### src/rtl/button_debounce_short_long_press_core_assert.svh
// Assertion macros for the button debouncer core.
`ifndef BUTTON_DEBOUNCE_SHORT_LONG_PRESS_CORE_ASSERT_SVH
`define BUTTON_DEBOUNCE_SHORT_LONG_PRESS_CORE_ASSERT_SVH

`ifndef SYNTH
// Property sampled on clk_i, disabled while rst_ni is low.
`define BDSL_ASSERT(lbl, prop) \
  lbl: assert property (@(posedge clk_i) disable iff (!rst_ni) (prop)) \
    else $error("bdsl assertion failed");
// Implication form: when ante holds, cons holds in the same cycle.
`define BDSL_ASSERT_IMP(lbl, ante, cons) \
  lbl: assert property (@(posedge clk_i) disable iff (!rst_ni) (ante) |-> (cons)) \
    else $error("bdsl assertion failed");
// Implication form: when ante holds, cons holds in the next cycle.
`define BDSL_ASSERT_NXT(lbl, ante, cons) \
  lbl: assert property (@(posedge clk_i) disable iff (!rst_ni) (ante) |=> (cons)) \
    else $error("bdsl assertion failed");
`else
`define BDSL_ASSERT(lbl, prop)
`define BDSL_ASSERT_IMP(lbl, ante, cons)
`define BDSL_ASSERT_NXT(lbl, ante, cons)
`endif

`endif

### src/rtl/bdsl_pkg.sv
// Shared constants for the button debouncer core.
`timescale 1ns / 1ps
`default_nettype none
package bdsl_pkg;

  localparam int unsigned TimeW   = 32;
  localparam int unsigned CfgW    = 16;
  localparam int unsigned CfgIdxW = 1;

  // Register indexes on the config port.
  localparam logic [CfgIdxW-1:0] REG_DEBOUNCE   = 1'b0;
  localparam logic [CfgIdxW-1:0] REG_LONG_PRESS = 1'b1;

  // Register reset values.
  localparam logic [CfgW-1:0] DEBOUNCE_RST   = 16'd50;
  localparam logic [CfgW-1:0] LONG_PRESS_RST = 16'd1000;

endpackage
`default_nettype wire

### src/rtl/bdsl_if.sv
// Valid/ready channel interfaces for update words and result words.
`timescale 1ns / 1ps
`default_nettype none
interface bdsl_in_if
  import bdsl_pkg::*;
  ();
  logic             valid;
  logic             ready;
  logic             raw_pressed;
  logic [TimeW-1:0] time_ms;
  logic             consume_short;
  logic             consume_long;

  modport source (output valid, output raw_pressed, output time_ms,
                  output consume_short, output consume_long, input ready);
  modport sink   (input valid, input raw_pressed, input time_ms,
                  input consume_short, input consume_long, output ready);
endinterface

interface bdsl_out_if;
  logic valid;
  logic ready;
  logic short_press;
  logic long_press;
  logic stable_level;

  modport source (output valid, output short_press, output long_press,
                  output stable_level, input ready);
  modport sink   (input valid, input short_press, input long_press,
                  input stable_level, output ready);
endinterface
`default_nettype wire

### src/rtl/button_debounce_short_long_press_core.sv
// Button debouncer with short and long press events: top level.
`timescale 1ns / 1ps
`default_nettype none
// Takes one update word per clock cycle and returns one result word per
// update, in order. An update is captured in an input register, the
// debounce/press logic runs in one combinational pass, and the result lands
// in an output register. The single pass (two 32-bit wrapping
// subtracts against the stored change and press times, then compares to the
// 16-bit thresholds) sets the one-per-cycle rate. Backpressure on the result
// side stalls the input register; the input side keeps taking words as long
// as the output register is free or being drained. Config writes go straight
// to the threshold registers and must only happen while no update is in
// flight. Reset assumes the button is released.
`include "button_debounce_short_long_press_core_assert.svh"
module button_debounce_short_long_press_core
  import bdsl_pkg::*;
(
  input  wire logic               clk_i,
  input  wire logic               rst_ni,
  bdsl_in_if.sink                 in_if,
  bdsl_out_if.source              out_if,
  input  wire logic               cfg_we_i,
  input  wire logic [CfgIdxW-1:0] cfg_idx_i,
  input  wire logic [CfgW-1:0]    cfg_wdata_i
);

  // Threshold registers
  logic [CfgW-1:0] debounce_q, long_ms_q;

  always_ff @(posedge clk_i or negedge rst_ni) begin
    if (!rst_ni) begin
      debounce_q <= DEBOUNCE_RST;
      long_ms_q  <= LONG_PRESS_RST;
    end else if (cfg_we_i) begin
      case (cfg_idx_i)
        REG_DEBOUNCE:   debounce_q <= cfg_wdata_i;
        REG_LONG_PRESS: long_ms_q  <= cfg_wdata_i;
        default: ;
      endcase
    end
  end

  // Input register
  logic             in_valid_q;
  logic             in_raw_q, in_cs_q, in_cl_q;
  logic [TimeW-1:0] in_time_q;
  logic             out_valid_q;
  logic             adv;

  // adv: the captured word is processed and its result is loaded
  assign adv         = in_valid_q && (!out_valid_q || out_if.ready);
  assign in_if.ready = !in_valid_q || adv;

  always_ff @(posedge clk_i or negedge rst_ni) begin
    if (!rst_ni) begin
      in_valid_q <= 1'b0;
    end else if (in_if.ready) begin
      in_valid_q <= in_if.valid;
    end
  end

  always_ff @(posedge clk_i) begin
    if (in_if.ready && in_if.valid) begin
      in_raw_q  <= in_if.raw_pressed;
      in_time_q <= in_if.time_ms;
      in_cs_q   <= in_if.consume_short;
      in_cl_q   <= in_if.consume_long;
    end
  end

  // Debounce and press state
  logic             stable_q, last_raw_q, long_rep_q, short_pend_q, long_pend_q;
  logic [TimeW-1:0] last_change_q, press_start_q;

  logic             raw_edge, settled, flip, press_flip;
  logic [TimeW-1:0] since_change, since_press, held;
  logic             stable_d, long_rep_mid, short_set, long_set;
  logic             short_new, long_new;
  logic [TimeW-1:0] press_start_d, last_change_d;
  logic [TimeW-1:0] debounce_ext, long_ms_ext;

  assign debounce_ext = {{(TimeW-CfgW){1'b0}}, debounce_q};
  assign long_ms_ext  = {{(TimeW-CfgW){1'b0}}, long_ms_q};

  always_comb begin
    raw_edge     = in_raw_q != last_raw_q;
    since_change = in_time_q - last_change_q;
    since_press  = in_time_q - press_start_q;
    // on a raw edge the settle window restarts at zero
    settled      = raw_edge ? (debounce_q == '0) : (since_change >= debounce_ext);
    flip         = settled && (in_raw_q != stable_q);
    press_flip   = flip && in_raw_q;
    stable_d     = flip ? in_raw_q : stable_q;

    last_change_d = raw_edge ? in_time_q : last_change_q;

    press_start_d = press_start_q;
    if (flip) begin
      press_start_d = in_raw_q ? in_time_q : '0;
    end
    long_rep_mid = press_flip ? 1'b0 : long_rep_q;

    // release before the long-press time, no long press seen
    short_set = flip && !in_raw_q && !long_rep_q && (since_press < long_ms_ext);

    // a fresh press has zero hold time
    held     = press_flip ? '0 : since_press;
    long_set = settled && stable_d && !long_rep_mid && (held >= long_ms_ext);

    short_new = short_pend_q || short_set;
    long_new  = long_pend_q || long_set;
  end

  always_ff @(posedge clk_i or negedge rst_ni) begin
    if (!rst_ni) begin
      stable_q      <= 1'b0;
      last_raw_q    <= 1'b0;
      last_change_q <= '0;
      press_start_q <= '0;
      long_rep_q    <= 1'b0;
      short_pend_q  <= 1'b0;
      long_pend_q   <= 1'b0;
    end else if (adv) begin
      stable_q      <= stable_d;
      last_raw_q    <= in_raw_q;
      last_change_q <= last_change_d;
      press_start_q <= press_start_d;
      long_rep_q    <= long_rep_mid || long_set;
      // report first, then consume
      short_pend_q  <= short_new && !in_cs_q;
      long_pend_q   <= long_new && !in_cl_q;
    end
  end

  // Output register
  logic short_q, long_q, level_q;

  always_ff @(posedge clk_i or negedge rst_ni) begin
    if (!rst_ni) begin
      out_valid_q <= 1'b0;
    end else if (adv) begin
      out_valid_q <= 1'b1;
    end else if (out_if.ready) begin
      out_valid_q <= 1'b0;
    end
  end

  always_ff @(posedge clk_i) begin
    if (adv) begin
      short_q <= short_new;
      long_q  <= long_new;
      level_q <= stable_d;
    end
  end

  assign out_if.valid        = out_valid_q;
  assign out_if.short_press  = short_q;
  assign out_if.long_press   = long_q;
  assign out_if.stable_level = level_q;

  // Checks
  `BDSL_ASSERT_NXT(a_result_after_adv, adv, out_valid_q)
  `BDSL_ASSERT_NXT(a_state_holds_on_stall, !adv, $stable(stable_q) && $stable(long_rep_q))
  `BDSL_ASSERT_IMP(a_long_once_per_press, $rose(long_pend_q), long_rep_q)
  `BDSL_ASSERT_IMP(a_short_on_release, $rose(short_pend_q), $fell(stable_q))

endmodule
`default_nettype wire

### src/flat_wrapper.sv
// flat-port wrapper written by rule: the top's interface ports become plain ports
module button_debounce_short_long_press_core_flat import bdsl_pkg::*;
  (clk_i, rst_ni, cfg_we_i, cfg_idx_i, cfg_wdata_i, in_if_valid, in_if_raw_pressed, in_if_time_ms, in_if_consume_short, in_if_consume_long, in_if_ready, out_if_valid, out_if_short_press, out_if_long_press, out_if_stable_level, out_if_ready);
  bdsl_in_if in_if_i ();
  bdsl_out_if out_if_i ();
  input  wire logic clk_i;
  input  wire logic rst_ni;
  input  wire logic cfg_we_i;
  input  wire logic [CfgIdxW-1:0] cfg_idx_i;
  input  wire logic [CfgW-1:0] cfg_wdata_i;
  input wire logic [$bits(in_if_i.valid)-1:0] in_if_valid;
  input wire logic [$bits(in_if_i.raw_pressed)-1:0] in_if_raw_pressed;
  input wire logic [$bits(in_if_i.time_ms)-1:0] in_if_time_ms;
  input wire logic [$bits(in_if_i.consume_short)-1:0] in_if_consume_short;
  input wire logic [$bits(in_if_i.consume_long)-1:0] in_if_consume_long;
  output wire logic [$bits(in_if_i.ready)-1:0] in_if_ready;
  output wire logic [$bits(out_if_i.valid)-1:0] out_if_valid;
  output wire logic [$bits(out_if_i.short_press)-1:0] out_if_short_press;
  output wire logic [$bits(out_if_i.long_press)-1:0] out_if_long_press;
  output wire logic [$bits(out_if_i.stable_level)-1:0] out_if_stable_level;
  input wire logic [$bits(out_if_i.ready)-1:0] out_if_ready;
  assign in_if_i.valid = in_if_valid;
  assign in_if_i.raw_pressed = in_if_raw_pressed;
  assign in_if_i.time_ms = in_if_time_ms;
  assign in_if_i.consume_short = in_if_consume_short;
  assign in_if_i.consume_long = in_if_consume_long;
  assign in_if_ready = in_if_i.ready;
  assign out_if_valid = out_if_i.valid;
  assign out_if_short_press = out_if_i.short_press;
  assign out_if_long_press = out_if_i.long_press;
  assign out_if_stable_level = out_if_i.stable_level;
  assign out_if_i.ready = out_if_ready;
  button_debounce_short_long_press_core u_core (.clk_i(clk_i), .rst_ni(rst_ni), .in_if(in_if_i), .out_if(out_if_i), .cfg_we_i(cfg_we_i), .cfg_idx_i(cfg_idx_i), .cfg_wdata_i(cfg_wdata_i));
endmodule
### config.mk
export PLATFORM = sky130hd
export DESIGN_NAME = button_debounce_short_long_press_core_flat
export DESIGN_NICKNAME = d
export VERILOG_FILES = /design/src/rtl/bdsl_pkg.sv /design/src/rtl/bdsl_if.sv /design/src/rtl/button_debounce_short_long_press_core.sv /design/src/flat_wrapper.sv
export VERILOG_INCLUDE_DIRS = /design/src /design/src/rtl
export SDC_FILE = /design/constraint.sdc
export NUM_CORES = 1
export LEC_CHECK = 0
export BUFFER_PORTS_ARGS = -buffer_cell sky130_fd_sc_hd__buf_4
export CAP_MARGIN = 20
export CORE_MARGIN = 3
export CORE_UTILIZATION = 50
export DETAILED_ROUTE_END_ITERATION = 12
export PLACE_DENSITY = 0.68
export RECOVER_POWER = 100
export SKIP_CTS_REPAIR_TIMING = 1
export SLEW_MARGIN = 20
export SYNTH_ARGS = -nofsm -noshare
export SYNTH_HDL_FRONTEND = slang
export SYNTH_SLANG_ARGS = --single-unit
### constraint.sdc
create_clock -name clk_i -period 9.9 [get_ports clk_i]
set_input_delay 1.98 -clock clk_i [delete_from_list [all_inputs] [get_ports clk_i]]
set_output_delay 1.98 -clock clk_i [all_outputs]
set_load 0.01 [all_outputs]
* Yosys cells after proc, flatten, opt, wreduce, memory -nomap -nowiden *
Index checks and enable logic that the tools add are counted.

word-level totals
  register bits = 141
  latch bits = 0
  bits in writable memories = 0
  ROM bits = 0
  output and inout bits = 5
  logic and storage cells = 63
  memories kept = 0

cells by class
  $add $sub $neg = 2
  $mul = 0
  div/mod/pow operators = 0
  $lt $le $gt $ge = 3
  eq/ne operators = 2
  shift-type cells = 0
  mux-type cells = 7
  bitwise operators = 1
  reductions and logical operators = 30

operator list
  kind               count
  $ge 32x16->1       2
  $mux 32            2
  $sub 32x32->32     2
  $lt 32x16->1       1
  $logic_not 16->1   1
  $logic_and 1x1->1  12
  $reduce_and 2->1   4
  $logic_not 1->1    7
  $logic_or 1x1->1   5
  $mux 1             5
  $ne 1x1->1         2
  $reduce_bool 2->1  1
  $not 1->1          1

* Depth between registers and ports, before layout *
  depth in word-level cells = 11
  gate-level depth with buffers = 31

* Worst setup path after synthesis *
Ideal clock, no wire load.

  kind = register to register
  from = register u_core.in_time_q[0]
  to = register u_core.long_q (netlist: u_core.out_if.long_press), data pin
  arrival = 4950 ps
  data required time = 9638 ps
  slack = 4687 ps
  cell stages (with the launch flop) = 32
  buffers on the path = 0
  period minus slack after synthesis = 5213 ps
  cell sequence = edfxtp_1 -> inv_1 -> ha_1 -> fa_1 -> nand2b_1 -> a21oi_1 -> o21ai_1 -> and2_1 -> nand2_1 -> xor2_1 -> ha_1 -> nor2b_1 -> o21ai_0 -> o21ai_0 -> nor3_1 -> o31ai_1 -> nor4_1 -> a41oi_1 -> o211ai_2 -> nand2b_1 -> ha_1 -> nand2b_1 -> a21o_1 -> a21oi_1 -> nor2b_1 -> o21ai_0 -> nand2b_1 -> a21oi_1 -> o31a_1 -> o21ai_0 -> a21oi_1 -> o31ai_1

between the ends
  word-level cells in the longest chain between the ends = 10
  elaborated cells on any way between the ends = 15
  classes of those cells = add/sub (2); order compare (2); mux (4); reduce/logical (7)

RTL lines
  element                                                                 line                                          text
  start, declared                                                         button_debounce_short_long_press_core.sv:46   logic [TimeW-1:0] in_time_q;
  start signal, assigned                                                  button_debounce_short_long_press_core.sv:65   in_time_q <= in_if.time_ms;
  parallel branches: the longest is 8 deep, another holds $sub 32x32->32  n/a
  $logic_and 1x1->1 *                                                     button_debounce_short_long_press_core.sv:108  long_set = settled && stable_d && !long_rep_mid && (held >= long_ms_ext);
  $logic_or 1x1->1 *                                                      button_debounce_short_long_press_core.sv:111  long_new = long_pend_q || long_set;
  net u_core.long_new                                                     button_debounce_short_long_press_core.sv:78   logic short_new, long_new;
  end signal, assigned                                                    button_debounce_short_long_press_core.sv:151  long_q <= long_new;
  end, declared                                                           button_debounce_short_long_press_core.sv:136  logic short_q, long_q, level_q;

Mark *: on every way through the listed nets, which the timed path passes.
A chain may end at the register's enable or synchronous reset.

* Worst setup path in the final report *
Same ends and word-level chain as after synthesis.

==> results.sh <==
export IMPL_status="complete, but fails checks"
export IMPL_violations="max-capacitance violations, max-slew violations"
export IMPL_synth_top_flop_cell="dfrtp_1"
export IMPL_synth_edf_count=38
export IMPL_cp_required_ns=10.07
export IMPL_synth_xor_area_share_pct=3.834
export IMPL_p_leak_nw=5.049
export IMPL_htreeDepth=4
export IMPL_ys_types=76
export IMPL_drt_iter0_drc=686
export IMPL_maxSlewViolCount=243
export IMPL_worst_r2r_endpoint="u_core.out_if.long_press"
export IMPL_drtPass1Iterations=6
export IMPL_antenna_found_initial=0
export IMPL_start_util_pct=51.79
export IMPL_intPower_mw=1.880
export IMPL_synth_seq_cells=141
export IMPL_layout_commonest_cell="inv_1"
export IMPL_diodes=0
export IMPL_cts_buffers_inserted=17
export IMPL_clkSinkCount=141
export IMPL_rsz0062_at_grt="false"
export IMPL_drive_gt1_share_pct=13.03
export IMPL_fin_crit_sh_pct=67.45
export IMPL_fin_tns_setup_ns=0
export IMPL_yosys_area_top_type="dfrtp_1"
export IMPL_syn_instance_count=1101
export IMPL_r2r_cells=31
export IMPL_critical_path_most_common_cell="o21ai_0"
export IMPL_p_sw_mw=1.386
export IMPL_worstPathArrival_ns=6.85
export IMPL_synth_seq_area_share_pct=36.29
export IMPL_synth_area_mux_share_pct=5.247
export IMPL_clk_pin_slew_ns=0.06
export IMPL_synth_area_leaders="dfrtp_1, ha_1, edfxtp_1"
export IMPL_core_mm2=0.01985
export IMPL_dpl_worst_slack_ns=3.633
export IMPL_post_route_util_pct=57.49
export IMPL_start_kind="flip-flop"
export IMPL_crit_path_max_fanout=17
export IMPL_die_h_um=149.4
export IMPL_pwr_share_comb_pct=56.0
export IMPL_dp_cells=1392
export IMPL_clock_path_buffers=2
export IMPL_first_global_vias=8016
export IMPL_layout_common_cells="inv_1, ha_1, dfrtp_1"
export IMPL_place_gp_congestion=0.9393
export IMPL_async_flop_share_pct=73.05
export IMPL_vias_per_cell=5.909
export IMPL_io_buffers=61
export IMPL_routed_wirelength_um=25700
export IMPL_synth_compound_area_share_pct=20.93
export IMPL_worst_slew_pin_slew_ns=3.076
export IMPL_setup_ws_ns=3.223
export IMPL_syn_nets=1269
export IMPL_skew_ns=0.006812
export IMPL_slew_headroom_pct=-105.0
export IMPL_regToRegSetupSlack_ns=3.22
export IMPL_min_path_type="flip-flop to flip-flop"
export IMPL_synth_area_per_cell_um2=9.336
export IMPL_min_path_cells=1
export IMPL_die_w_um=149.4
export IMPL_rows=51
export IMPL_synth_top_area_share_pct=22.88
export IMPL_grt_remaining_overflow=0
export IMPL_fill_cells=1787
export IMPL_drc=0
export IMPL_final_cells=1424
export IMPL_final_hold_violation_count=0
export IMPL_cp_end_kind="flip-flop"
export IMPL_hold_path_end="u_core.short_pend_q"
export IMPL_seqPwrFrac_pct=25.2
export IMPL_layout_nets=1314
export IMPL_yosys_area_share_simple_pct=14.08
export IMPL_fp_dieArea_mm2=0.02231
export IMPL_finalSetupViolCount=0
export IMPL_via_count=8414
export IMPL_grt_first_pass_wirelength_um=41770
export IMPL_vdd_drop_max_uv=133.2
export IMPL_synth_top_family_by_area="compound AO/OA/AOI/OAI gates"
export IMPL_worst_setup_path_type="flip-flop to flip-flop"
export IMPL_drv_cap=6
export IMPL_grt_usage_pct=23.55
export IMPL_dp_hpwl_um=19580
export IMPL_fmax_mhz=149.8
export IMPL_crit_path_top_delay_cell="o211ai_1"
export IMPL_area_delta_synth_final_pct=11.00
export IMPL_cts_root_buffer="clkbuf_16"
export IMPL_ioPinCount=62
export IMPL_grt_max_degree=57
export IMPL_crit_path_max_incr_delay_ns=0.86
export IMPL_powerDensity_mw_per_mm2=286.2
export IMPL_clkLatencyLatePin_ns=0.42
export IMPL_netSwitchingFraction_pct=42.43
export IMPL_min_period_ns=6.677
export IMPL_hold_start="u_core.in_cs_q"
export IMPL_final_antenna_net_count=0
export IMPL_synthAdderAreaFrac_pct=13.66
export IMPL_yosysWarnings=0
export IMPL_p_clk_share_pct=18.8
export IMPL_rr_startpoint="u_core.in_time_q[0]"
export IMPL_wire_per_inst_um=18.05
export IMPL_netlist_area_mm2=0.01028
export IMPL_cts_tree="yes"
## cell usage after synthesis (all sizes together) (10+ instances only)
cell / number
and2: 22
a211oi: 12
nor2: 54
dfrtp: 94
nand2b: 23
ha: 109
nand3: 18
a21o: 25
nor4: 11
inv: 110
xnor2: 24
nor2b: 10
a21oi: 74
a22o: 32
mux2: 47
nand2: 93
edfxtp: 38
clkbuf: 28
nor3: 15
o21ai: 70
o211ai: 13
buf: 11
nand4: 22
xor2: 21
o21a: 17
## cells by family after synthesis
kind of cell             count (synthesis)
AND/OR/NAND/NOR                        291
flip-flops                             141
AO/OA/AOI/OAI                          316
buffers and inverters                  149
adder cells (fa/ha/maj)                111
XOR/XNOR                                45
multiplexers                            48
## final cells by class
cell class,instances,area [µm²],share of cell area (%)
multi-input cells,811,5923,51.91
inverters,110,412.9,3.619
clock buffers,22,475.5,4.167
flip-flops and latches,141,3730,32.69
well taps,265,331.6,2.906
clock inverters,10,86.33,0.7567
repair buffers,65,450.4,3.948
## how the worst max path moves through the flow
stage / start / to
after global routing: u_core.in_time_q[0] / u_core.long_rep_q
after CTS: u_core.in_time_q[0] / u_core.out_if.long_press
final: u_core.in_time_q[0] / u_core.out_if.long_press
after floorplan: u_core.in_time_q[0] / u_core.out_if.long_press
after global placement: u_core.in_time_q[0] / u_core.out_if.long_press
after detailed placement: u_core.in_time_q[0] / u_core.out_if.long_press
## worst max-delay path, delay by kind of cell (launching register included)
family          cells  cell delay [ns]
buf+inv             1             0.07
fa+ha+maj           4             1.18
simple gates       10             1.56
flops               1             0.35
xor+xnor            1             0.17
compound gates     15             3.08
## per-stage QoR
step / power, mW / cell area [µm²] / hold WS (ns)
floorplan: 2.192 / 10280 / 0.3948
global placement: 2.584 / 10900 / 0.4318
detailed placement: 2.619 / 10900 / 0.4199
CTS: 3.258 / 11460 / 0.4403
global route: 3.554 / 11410 / 0.4546
finish: 3.266 / 11410 / 0.4353
## state kept, by name (all words and copies together) (netlist names)
signal and flops:
u_core.out_if.short_press 1, u_core.long_ms_q 16, u_core.out_if.stable_level 1, u_core.long_pend_q 1, u_core.short_pend_q 1, u_core.last_raw_q 1, u_core.press_start_q 32, u_core.out_if.long_press 1
u_core.in_valid_q 1, u_core.debounce_q 16, u_core.in_raw_q 1, u_core.long_rep_q 1, u_core.stable_q 1, u_core.in_cs_q 1, u_core.in_cl_q 1, u_core.out_if.valid 1
u_core.in_time_q 32, u_core.last_change_q 32
## power by group through the flow
stage          logic, mW  clock network, mW  registers (mW)
6_report            1.83              0.615           0.823
5_1_grt             2.06              0.655           0.839
4_1_cts             1.81              0.628           0.822
3_5_place_dp        1.79                  0           0.829
2_1_floorplan       1.39                  0           0.806
3_3_place_gp        1.76                  0           0.824
## routing by layer
metal / wire length [µm] / track usage, % / share of wire (%) / vias to the layer above
li1: - / - / - / 4084
met1: 13000 / 35.38 / 51 / 4101
met2: 11120 / 35.05 / 43 / 197
met3: 1057 / 4.254 / 4.1 / 32
met4: 524 / 6.316 / 2.0 / 0
met5: 0 / 0 / 0 / -
(Power assumes the default switching activity.)
